<file path="config.mk">
export PLATFORM = sky130hd
export DESIGN_NAME = cpu8_alu_with_bcd_core_flat
export DESIGN_NICKNAME = d
export VERILOG_FILES = /design/src/design/c8alu_pkg.sv /design/src/design/c8alu_ifs.sv /design/src/design/c8alu_exec.sv /design/src/design/cpu8_alu_with_bcd_core.sv /design/src/flat_wrapper.sv
export SDC_FILE = /design/constraint.sdc
export NUM_CORES = 1
export LEC_CHECK = 0
export BUFFER_PORTS_ARGS = -buffer_cell sky130_fd_sc_hd__buf_2
export CORE_ASPECT_RATIO = 0.5
export CORE_MARGIN = 4
export CORE_UTILIZATION = 55
export CTS_CLUSTER_SIZE = 16
export DETAILED_ROUTE_END_ITERATION = 16
export MAX_ROUTING_LAYER = met4
export PLACE_DENSITY = 0.82
export SLEW_MARGIN = 20
export SYNTH_ARGS = -nofsm -noshare
export SYNTH_HDL_FRONTEND = slang
export SYNTH_SLANG_ARGS = --single-unit
</file>
<file path="constraint.sdc">
create_clock -name i_clk -period 5.05 [get_ports i_clk]
set_input_delay 0.505 -clock i_clk [delete_from_list [all_inputs] [get_ports i_clk]]
set_output_delay 0.505 -clock i_clk [all_outputs]
set_load 0.005 [all_outputs]
</file>
<file path="src/design/c8alu_pkg.sv">
// types and operation codes of the 8-bit alu core
package c8alu_pkg;

    // operation codes, codes 13 to 15 pass the register byte through
    typedef enum logic [3:0] {
        ALU_ADD  = 4'd0,
        ALU_SUB  = 4'd1,
        ALU_AND  = 4'd2,
        ALU_OR   = 4'd3,
        ALU_XOR  = 4'd4,
        ALU_CMP  = 4'd5,
        ALU_SHL  = 4'd6,
        ALU_SHR  = 4'd7,
        ALU_ROTL = 4'd8,
        ALU_ROTR = 4'd9,
        ALU_INC  = 4'd10,
        ALU_DEC  = 4'd11,
        ALU_BIT  = 4'd12
    } t_alu_op;

    // bcd adjust constants
    localparam logic [4:0] BCD_LO_LIMIT = 5'h0A;
    localparam logic [3:0] BCD_LO_ADJ   = 4'h6;
    localparam logic [9:0] BCD_HI_LIMIT = 10'h0A0;
    localparam logic [9:0] BCD_HI_ADJ   = 10'h060;

    // one operation request
    typedef struct packed {
        logic [3:0] req_type;
        logic [7:0] reg_value;
        logic [7:0] operand;
        logic       carry_in;
        logic       overflow_in;
        logic       decimal_in;
    } t_c8alu_req;

    // one operation result
    typedef struct packed {
        logic [7:0] result;
        logic       carry_out;
        logic       zero_out;
        logic       negative_out;
        logic       overflow_out;
    } t_c8alu_rsp;

endpackage

</file>
<file path="src/design/c8alu_ifs.sv">
// valid/ready channel interfaces for alu requests and results
interface c8alu_req_if;
    logic       valid;
    logic       ready;
    logic [3:0] req_type;
    logic [7:0] reg_value;
    logic [7:0] operand;
    logic       carry_in;
    logic       overflow_in;
    logic       decimal_in;

    modport source (output valid, req_type, reg_value, operand, carry_in, overflow_in,
                    decimal_in, input ready);
    modport sink   (input valid, req_type, reg_value, operand, carry_in, overflow_in,
                    decimal_in, output ready);
endinterface

interface c8alu_rsp_if;
    logic       valid;
    logic       ready;
    logic [7:0] result;
    logic       carry_out;
    logic       zero_out;
    logic       negative_out;
    logic       overflow_out;

    modport source (output valid, result, carry_out, zero_out, negative_out, overflow_out,
                    input ready);
    modport sink   (input valid, result, carry_out, zero_out, negative_out, overflow_out,
                    output ready);
endinterface

</file>
<file path="src/design/c8alu_exec.sv">
// combinational execute logic: binary and bcd add/sub, logic, shifts, flags
module c8alu_exec
    import c8alu_pkg::*;
(
    input  t_c8alu_req i_req,
    output t_c8alu_rsp o_rsp
);

    logic [7:0]         a;
    logic [7:0]         m;
    logic               c;
    logic [4:0]         add_lo;
    logic [9:0]         add_s;
    logic signed [5:0]  sub_lo;
    logic [3:0]         sub_lo_adj;
    logic signed [10:0] sub_s;
    logic [8:0]         cmp_d;
    logic [7:0]         r;
    logic               c_new;
    logic               v_new;
    logic               z_new;
    logic               n_new;

    assign a = i_req.reg_value;
    assign m = i_req.operand;
    assign c = i_req.carry_in;

    // adder, decimal path adjusts each nibble
    always_comb begin
        add_lo = {1'b0, a[3:0]} + {1'b0, m[3:0]} + {4'b0, c};
        add_s  = '0;
        if (i_req.decimal_in) begin
            if (add_lo >= BCD_LO_LIMIT) begin
                add_lo = {1'b0, add_lo[3:0] + BCD_LO_ADJ} + 5'h10;
            end
            add_s = {2'b0, a[7:4], 4'b0} + {2'b0, m[7:4], 4'b0} + {5'b0, add_lo};
            if (add_s >= BCD_HI_LIMIT) begin
                add_s = add_s + BCD_HI_ADJ;
            end
        end else begin
            add_s = {2'b0, a} + {2'b0, m} + {9'b0, c};
        end
    end

    // subtractor, borrow is the inverted carry
    always_comb begin
        sub_lo     = $signed({2'b0, a[3:0]}) - $signed({2'b0, m[3:0]})
                     - $signed({5'b0, ~c});
        sub_lo_adj = sub_lo[3:0] - BCD_LO_ADJ;
        sub_s      = '0;
        if (i_req.decimal_in) begin
            if (sub_lo[5]) begin
                sub_lo = $signed({2'b0, sub_lo_adj}) - 6'sd16;
            end
            sub_s = $signed({3'b0, a[7:4], 4'b0}) - $signed({3'b0, m[7:4], 4'b0})
                    + $signed({{5{sub_lo[5]}}, sub_lo});
            if (sub_s[10]) begin
                sub_s = sub_s - 11'sd96;
            end
        end else begin
            sub_s = $signed({3'b0, a}) - $signed({3'b0, m}) - $signed({10'b0, ~c});
        end
    end

    assign cmp_d = {1'b0, a} - {1'b0, m};

    // result and flag select
    always_comb begin
        r     = a;
        c_new = c;
        v_new = i_req.overflow_in;
        case (i_req.req_type)
            ALU_ADD: begin
                r     = add_s[7:0];
                c_new = add_s[9] | add_s[8];
                v_new = (a[7] ^ r[7]) & (m[7] ^ r[7]);
            end
            ALU_SUB: begin
                r     = sub_s[7:0];
                c_new = ~sub_s[10];
                v_new = (a[7] ^ r[7]) & (~m[7] ^ r[7]);
            end
            ALU_AND: r = a & m;
            ALU_OR:  r = a | m;
            ALU_XOR: r = a ^ m;
            ALU_CMP: begin
                r     = cmp_d[7:0];
                c_new = ~cmp_d[8];
            end
            ALU_SHL: begin
                r     = {m[6:0], 1'b0};
                c_new = m[7];
            end
            ALU_SHR: begin
                r     = {1'b0, m[7:1]};
                c_new = m[0];
            end
            ALU_ROTL: begin
                r     = {m[6:0], c};
                c_new = m[7];
            end
            ALU_ROTR: begin
                r     = {c, m[7:1]};
                c_new = m[0];
            end
            ALU_INC: r = m + 8'd1;
            ALU_DEC: r = m - 8'd1;
            ALU_BIT: r = a;
            default: r = a;
        endcase
        // bit test takes zero from the masked value and sign and overflow from the operand
        if (i_req.req_type == ALU_BIT) begin
            z_new = ((a & m) == 8'h00);
            n_new = m[7];
            v_new = m[6];
        end else begin
            z_new = (r == 8'h00);
            n_new = r[7];
        end
    end

    assign o_rsp = '{result: r, carry_out: c_new, zero_out: z_new,
                     negative_out: n_new, overflow_out: v_new};

endmodule

</file>
<file path="src/design/cpu8_alu_with_bcd_core.sv">
// Top level of the 8-bit alu core with bcd add/subtract. Requests pass through an
// input register, one pass of execute logic and a result register, which takes the
// executed request whenever it is free; one request is taken every cycle as long as
// results are taken; a stalled result register holds its request while the input
// register still takes one more, and ready returns the cycle the result is taken.
// The core keeps no state beyond these two registers.
module cpu8_alu_with_bcd_core
    import c8alu_pkg::*;
(
    input  logic          i_clk,
    input  logic          i_rst_n,
    c8alu_req_if.sink     i_req,
    c8alu_rsp_if.source   o_rsp
);

    t_c8alu_req r_req;
    logic       r_req_vld;
    logic       n_req_vld;
    t_c8alu_rsp r_rsp;
    logic       r_rsp_vld;
    logic       n_rsp_vld;
    t_c8alu_rsp exec_rsp;
    logic       rsp_free;
    logic       req_free;
    logic       req_take;

    // stage handshake
    assign rsp_free    = ~r_rsp_vld | o_rsp.ready;
    assign req_free    = ~r_req_vld | rsp_free;
    assign req_take    = i_req.valid & req_free;
    assign i_req.ready = req_free;

    always_comb begin
        n_req_vld = r_req_vld;
        if (req_free) begin
            n_req_vld = i_req.valid;
        end
        n_rsp_vld = r_rsp_vld;
        if (rsp_free) begin
            n_rsp_vld = r_req_vld;
        end
    end

    // valid registers
    always_ff @(posedge i_clk) begin
        if (!i_rst_n) begin
            r_req_vld <= 1'b0;
            r_rsp_vld <= 1'b0;
        end else begin
            r_req_vld <= n_req_vld;
            r_rsp_vld <= n_rsp_vld;
        end
    end

    // input register
    always_ff @(posedge i_clk) begin
        if (req_take) begin
            r_req <= '{req_type: i_req.req_type, reg_value: i_req.reg_value,
                       operand: i_req.operand, carry_in: i_req.carry_in,
                       overflow_in: i_req.overflow_in, decimal_in: i_req.decimal_in};
        end
    end

    c8alu_exec u_exec (
        .i_req (r_req),
        .o_rsp (exec_rsp)
    );

    // result register
    always_ff @(posedge i_clk) begin
        if (rsp_free && r_req_vld) begin
            r_rsp <= exec_rsp;
        end
    end

    assign o_rsp.valid        = r_rsp_vld;
    assign o_rsp.result       = r_rsp.result;
    assign o_rsp.carry_out    = r_rsp.carry_out;
    assign o_rsp.zero_out     = r_rsp.zero_out;
    assign o_rsp.negative_out = r_rsp.negative_out;
    assign o_rsp.overflow_out = r_rsp.overflow_out;

endmodule

</file>
<file path="src/flat_wrapper.sv">
// flat-port wrapper written by rule: the top's interface ports become plain ports
module cpu8_alu_with_bcd_core_flat import c8alu_pkg::*;
  (i_clk, i_rst_n, i_req_valid, i_req_req_type, i_req_reg_value, i_req_operand, i_req_carry_in, i_req_overflow_in, i_req_decimal_in, i_req_ready, o_rsp_valid, o_rsp_result, o_rsp_carry_out, o_rsp_zero_out, o_rsp_negative_out, o_rsp_overflow_out, o_rsp_ready);
  c8alu_req_if i_req_i ();
  c8alu_rsp_if o_rsp_i ();
  input  logic i_clk;
  input  logic i_rst_n;
  input wire logic [$bits(i_req_i.valid)-1:0] i_req_valid;
  input wire logic [$bits(i_req_i.req_type)-1:0] i_req_req_type;
  input wire logic [$bits(i_req_i.reg_value)-1:0] i_req_reg_value;
  input wire logic [$bits(i_req_i.operand)-1:0] i_req_operand;
  input wire logic [$bits(i_req_i.carry_in)-1:0] i_req_carry_in;
  input wire logic [$bits(i_req_i.overflow_in)-1:0] i_req_overflow_in;
  input wire logic [$bits(i_req_i.decimal_in)-1:0] i_req_decimal_in;
  output wire logic [$bits(i_req_i.ready)-1:0] i_req_ready;
  output wire logic [$bits(o_rsp_i.valid)-1:0] o_rsp_valid;
  output wire logic [$bits(o_rsp_i.result)-1:0] o_rsp_result;
  output wire logic [$bits(o_rsp_i.carry_out)-1:0] o_rsp_carry_out;
  output wire logic [$bits(o_rsp_i.zero_out)-1:0] o_rsp_zero_out;
  output wire logic [$bits(o_rsp_i.negative_out)-1:0] o_rsp_negative_out;
  output wire logic [$bits(o_rsp_i.overflow_out)-1:0] o_rsp_overflow_out;
  input wire logic [$bits(o_rsp_i.ready)-1:0] o_rsp_ready;
  assign i_req_i.valid = i_req_valid;
  assign i_req_i.req_type = i_req_req_type;
  assign i_req_i.reg_value = i_req_reg_value;
  assign i_req_i.operand = i_req_operand;
  assign i_req_i.carry_in = i_req_carry_in;
  assign i_req_i.overflow_in = i_req_overflow_in;
  assign i_req_i.decimal_in = i_req_decimal_in;
  assign i_req_ready = i_req_i.ready;
  assign o_rsp_valid = o_rsp_i.valid;
  assign o_rsp_result = o_rsp_i.result;
  assign o_rsp_carry_out = o_rsp_i.carry_out;
  assign o_rsp_zero_out = o_rsp_i.zero_out;
  assign o_rsp_negative_out = o_rsp_i.negative_out;
  assign o_rsp_overflow_out = o_rsp_i.overflow_out;
  assign o_rsp_i.ready = o_rsp_ready;
  cpu8_alu_with_bcd_core u_core (.i_clk(i_clk), .i_rst_n(i_rst_n), .i_req(i_req_i), .o_rsp(o_rsp_i));
endmodule
</file>
==> key figures <==
Run status
  – Status: finished, final reports clean

Timing
  – Setup TNS: 0 ps
  – Hold WS: 400 ps
  – Tmin final: 5010 ps
  – Max-slew headroom: 33.8%
  – Final hold vios: 0
  – Worst-Margin Slew: 993 ps
  – Slew Limit Fails: 0
  – Layout Skew: 5.81 ps
  – Fmax: 200 MHz
  – Setup violations, final: 0
  – Period utilisation layout: 99.2%

Synth
  – Post-synth EDFFs: 35
  – Syn nets: 617
  – Simple-gate share of the synthesized area: 20.5%
  – Synthesis-stage register bit count: 37
  – Most used flip-flop cell after synthesis: edfxtp_1
  – Xor-xnor portion of the synthesized cell area: 3.67%
  – Cells after Synth: 535
  – Combinational family with the most area after synthesis: compound AO/OA/AOI/OAI gates
  – Synth cell types: 77
  – Synthesis warning total: 0
  – Synthesized cell area: 4570 sq um
  – Ys async rst share: 0%
  – Synth Area in Compound Gates: 25.5%
  – Mux contribution to synthesized area: 3.72%
  – Syn Area/Cell: 8.55 sq um
  – Post-Synth Adder-Cell Area: 16.7%
  – Register area share after synthesis: 23.9%

Finish
  – Share of cells above drive strength 1: 18.6%
  – Most frequent cells in the layout: ha_1 (44), nor2_1 (42), inv_1 (42)
  – Antenna fix cells: 0
  – Nets@finish: 655
  – Commonest non-fill, non-tap cell in the layout: ha_1
  – Area Overhead vs Synth: 12.6%
  – Fillers: 662

Route
  – Detailed Routing Iterations Pass 1: 5
  – Initial DRC count: 729
  – Via-per-instance ratio: 6.61
  – Routed WL per cell: 19.9 um
  – Drc violations: 0
  – WL final: 13.6 mm
  – Routed via count: 4534
  – Remaining antenna violation count after routing: 0

Pwr
  – Worst vdd ir: 232 uV
  – Sw frac: 37.3%
  – Clock Power Share: 25.7%
  – Pwr/cell area: 265 nW/um^2
  – Sequential group share of total power: 28.0%
  – Power, Total: 0.00136 W
  – Switch Pwr: 0.000509 W
  – LEAKAGE: 2.14 nW
  – Share of total power in combinational logic: 46.3%
  – Internal power: 0.000854 W

GRT
  – Vias in the first global route: 4116
  – Gr ovfl total: 0
  – First-pass GRT wire length: 21.1 mm
  – Largest net degree at the start of global routing: 29
  – Gr usage total: 27.9%
  – Initial antenna violation count: 0

Critical path
  – Worst-path cell chain: inv_1 > fa_2 > fa_2 > xor2_2 > and3b_1 > a2111o_1 > nand2_1 > fa_1 > inv_1 > ha_1 > inv_1 > fa_2 > ha_1 > nor2_1 > o31ai_1 > and3_1 > or2_2 > o32a_4 > a31oi_4 > o41ai_2
  – Crit path required time: 5070 ps
  – WP buf/inv: 3
  – Crit Path Max Fanout: 4
  – Kind of critical path: flop to flop
  – CP arrival: 5030 ps
  – CP max stage cell: fa_2
  – Critical Path Max Stage Delay: 460 ps
  – Setup crit start kind: flop
  – Delay-heaviest family, CP: adder cells
  – CP endpoint kind: flop

CTS
  – Clock slew at reported path FFs: 60 ps
  – Total CTS buffers: 5
  – Hold_buf cts: 0
  – CTS tree: done
  – CTS Sinks: 37
  – CTS root buf: clkbuf_16
  – CTS H-tree lvls: 2
  – Clock Latency Late Sink: 280 ps
  – Longest Clk Path Bufs: 2

Min path
  – Tightest Hold Check Type: primary input to flop

Placed design
  – IO buf count: 40
  – RD Place Congestion: 1.02
  – Post-DP HPWL: 10.4 mm

Floorplanning
  – Number of cell rows: 23
  – IO Count: 41
  – CORE AREA: 8060 sq um
  – DIE AREA: 9920 sq um
  – DIE HEIGHT: 72.5 um
  – Initial Utilization: 56.7%
  – Die width: 137 um

Flow run
  – Max Cap Violations: 0
-- repair_timing --
| item | 4_1_cts | 5_1_grt |
|---|---|---|
| resized for setup | 0 | 14 |
| endpoints found under the setup margin | 0 | 5 |
| setup buffers | 0 | 4 |
-- Yosys cell counts, types with 6 or more instances --
| library cell | number | area share [%] |
|---|---|---|
| a211oi_1 | 15 | 2.5 |
| a21oi_1 | 36 | 3.9 |
| and3_1 | 10 | 1.4 |
| clkbuf_1 | 19 | 1.6 |
| edfxtp_1 | 35 | 23 |
| fa_1 | 10 | 4.4 |
| ha_1 | 45 | 12 |
| inv_1 | 43 | 3.5 |
| mux2i_1 | 11 | 2.4 |
| nand2_1 | 34 | 2.8 |
| nand2b_1 | 8 | 1.1 |
| nand3_1 | 9 | 0.99 |
| nor2_1 | 43 | 3.5 |
| nor2b_1 | 9 | 1.2 |
| nor3_1 | 17 | 1.9 |
| nor4_1 | 8 | 1.1 |
| o211ai_1 | 10 | 1.6 |
| o21ai_0 | 28 | 3.1 |
| o221ai_1 | 6 | 1.1 |
| o31ai_1 | 7 | 1.1 |
| or2_2 | 8 | 1.1 |
| xnor2_1 | 11 | 2.1 |
-- power by group through the flow --
stage	sequential, W	clock [W]	combinational, W
after detailed placement	0.000387	0	0.000581
after global routing	0.000383	0.000375	0.000688
final	0.000382	0.000350	0.000631
after floorplan	0.000380	0	0.000437
after global placement	0.000386	0	0.000568
after CTS	0.000381	0.000356	0.000585
-- worst paths after layout --
| path | from | to | slack, ps | cells after the start |
|---|---|---|---|---|
| worst max register to register | u_core.r_req[2] | u_core.o_rsp.zero_out | 40 | 20 |
| worst min register to register | u_core.r_req_vld | u_core.o_rsp.valid | 540 | 1 |
| worst max-delay path | u_core.r_req[2] | u_core.o_rsp.zero_out | 40 | 20 |
| worst min-delay path | i_req_overflow_in | u_core.r_req[1] | 400 | 1 |
-- final cells by class --
class                   count  area (sq um)  share of cell area, %
multi-input cells         428          3260                   63.3
flip-flops and latches     37          1090                   21.2
repair buffers             57           328                   6.37
inverters                  44           165                   3.21
well taps                 112           140                   2.72
clock buffers               6           129                   2.50
clock inverters             2          38.8                  0.753
-- flip-flops by register name, indices dropped and copies added, names as in the netlist --
name / flops
u_core.r_req_vld: 1
u_core.o_rsp.negative_out: 1
u_core.o_rsp.overflow_out: 1
u_core.o_rsp.result: 8
u_core.o_rsp.valid: 1
u_core.o_rsp.zero_out: 1
u_core.r_req: 23
u_core.o_rsp.carry_out: 1
-- through the flow --
| step | utilization (%) | cells | setup slack (ps) | cell area (sq um) |
|---|---|---|---|---|
| 2_1_floorplan | - | 535 | 352 | 4570 |
| 3_3_place_gp | 60.7 | 674 | 183 | 4890 |
| 3_5_place_dp | 60.7 | 674 | 37.0 | 4890 |
| 4_1_cts | 62.8 | 682 | 16.4 | 5060 |
| 5_1_grt | 63.9 | 686 | -89.9 | 5150 |
| 6_report | 63.9 | 686 | 40.7 | 5150 |
-- cells by family (layout without fill, tap and decap cells) --
| logic type | after synthesis | count (layout) |
|---|---|---|
| and+or+nand+nor | 176 | 176 |
| AOI/OAI and AO/OA | 164 | 164 |
| buffers and inverters | 70 | 109 |
| xor gates and xnor gates | 17 | 17 |
| DFF | 37 | 37 |
| adders and majority gates | 55 | 55 |
| muxes | 16 | 16 |
-- routing by layer --
layer / share of wire, % / GRT usage [%]
met1: 43 / 40.0
met2: 40 / 37.7
met3: 15 / 9.70
met4: 2.1 / 6.19
met5: 0 / -
No activity file was read; power rests on OpenSTA's default activity.
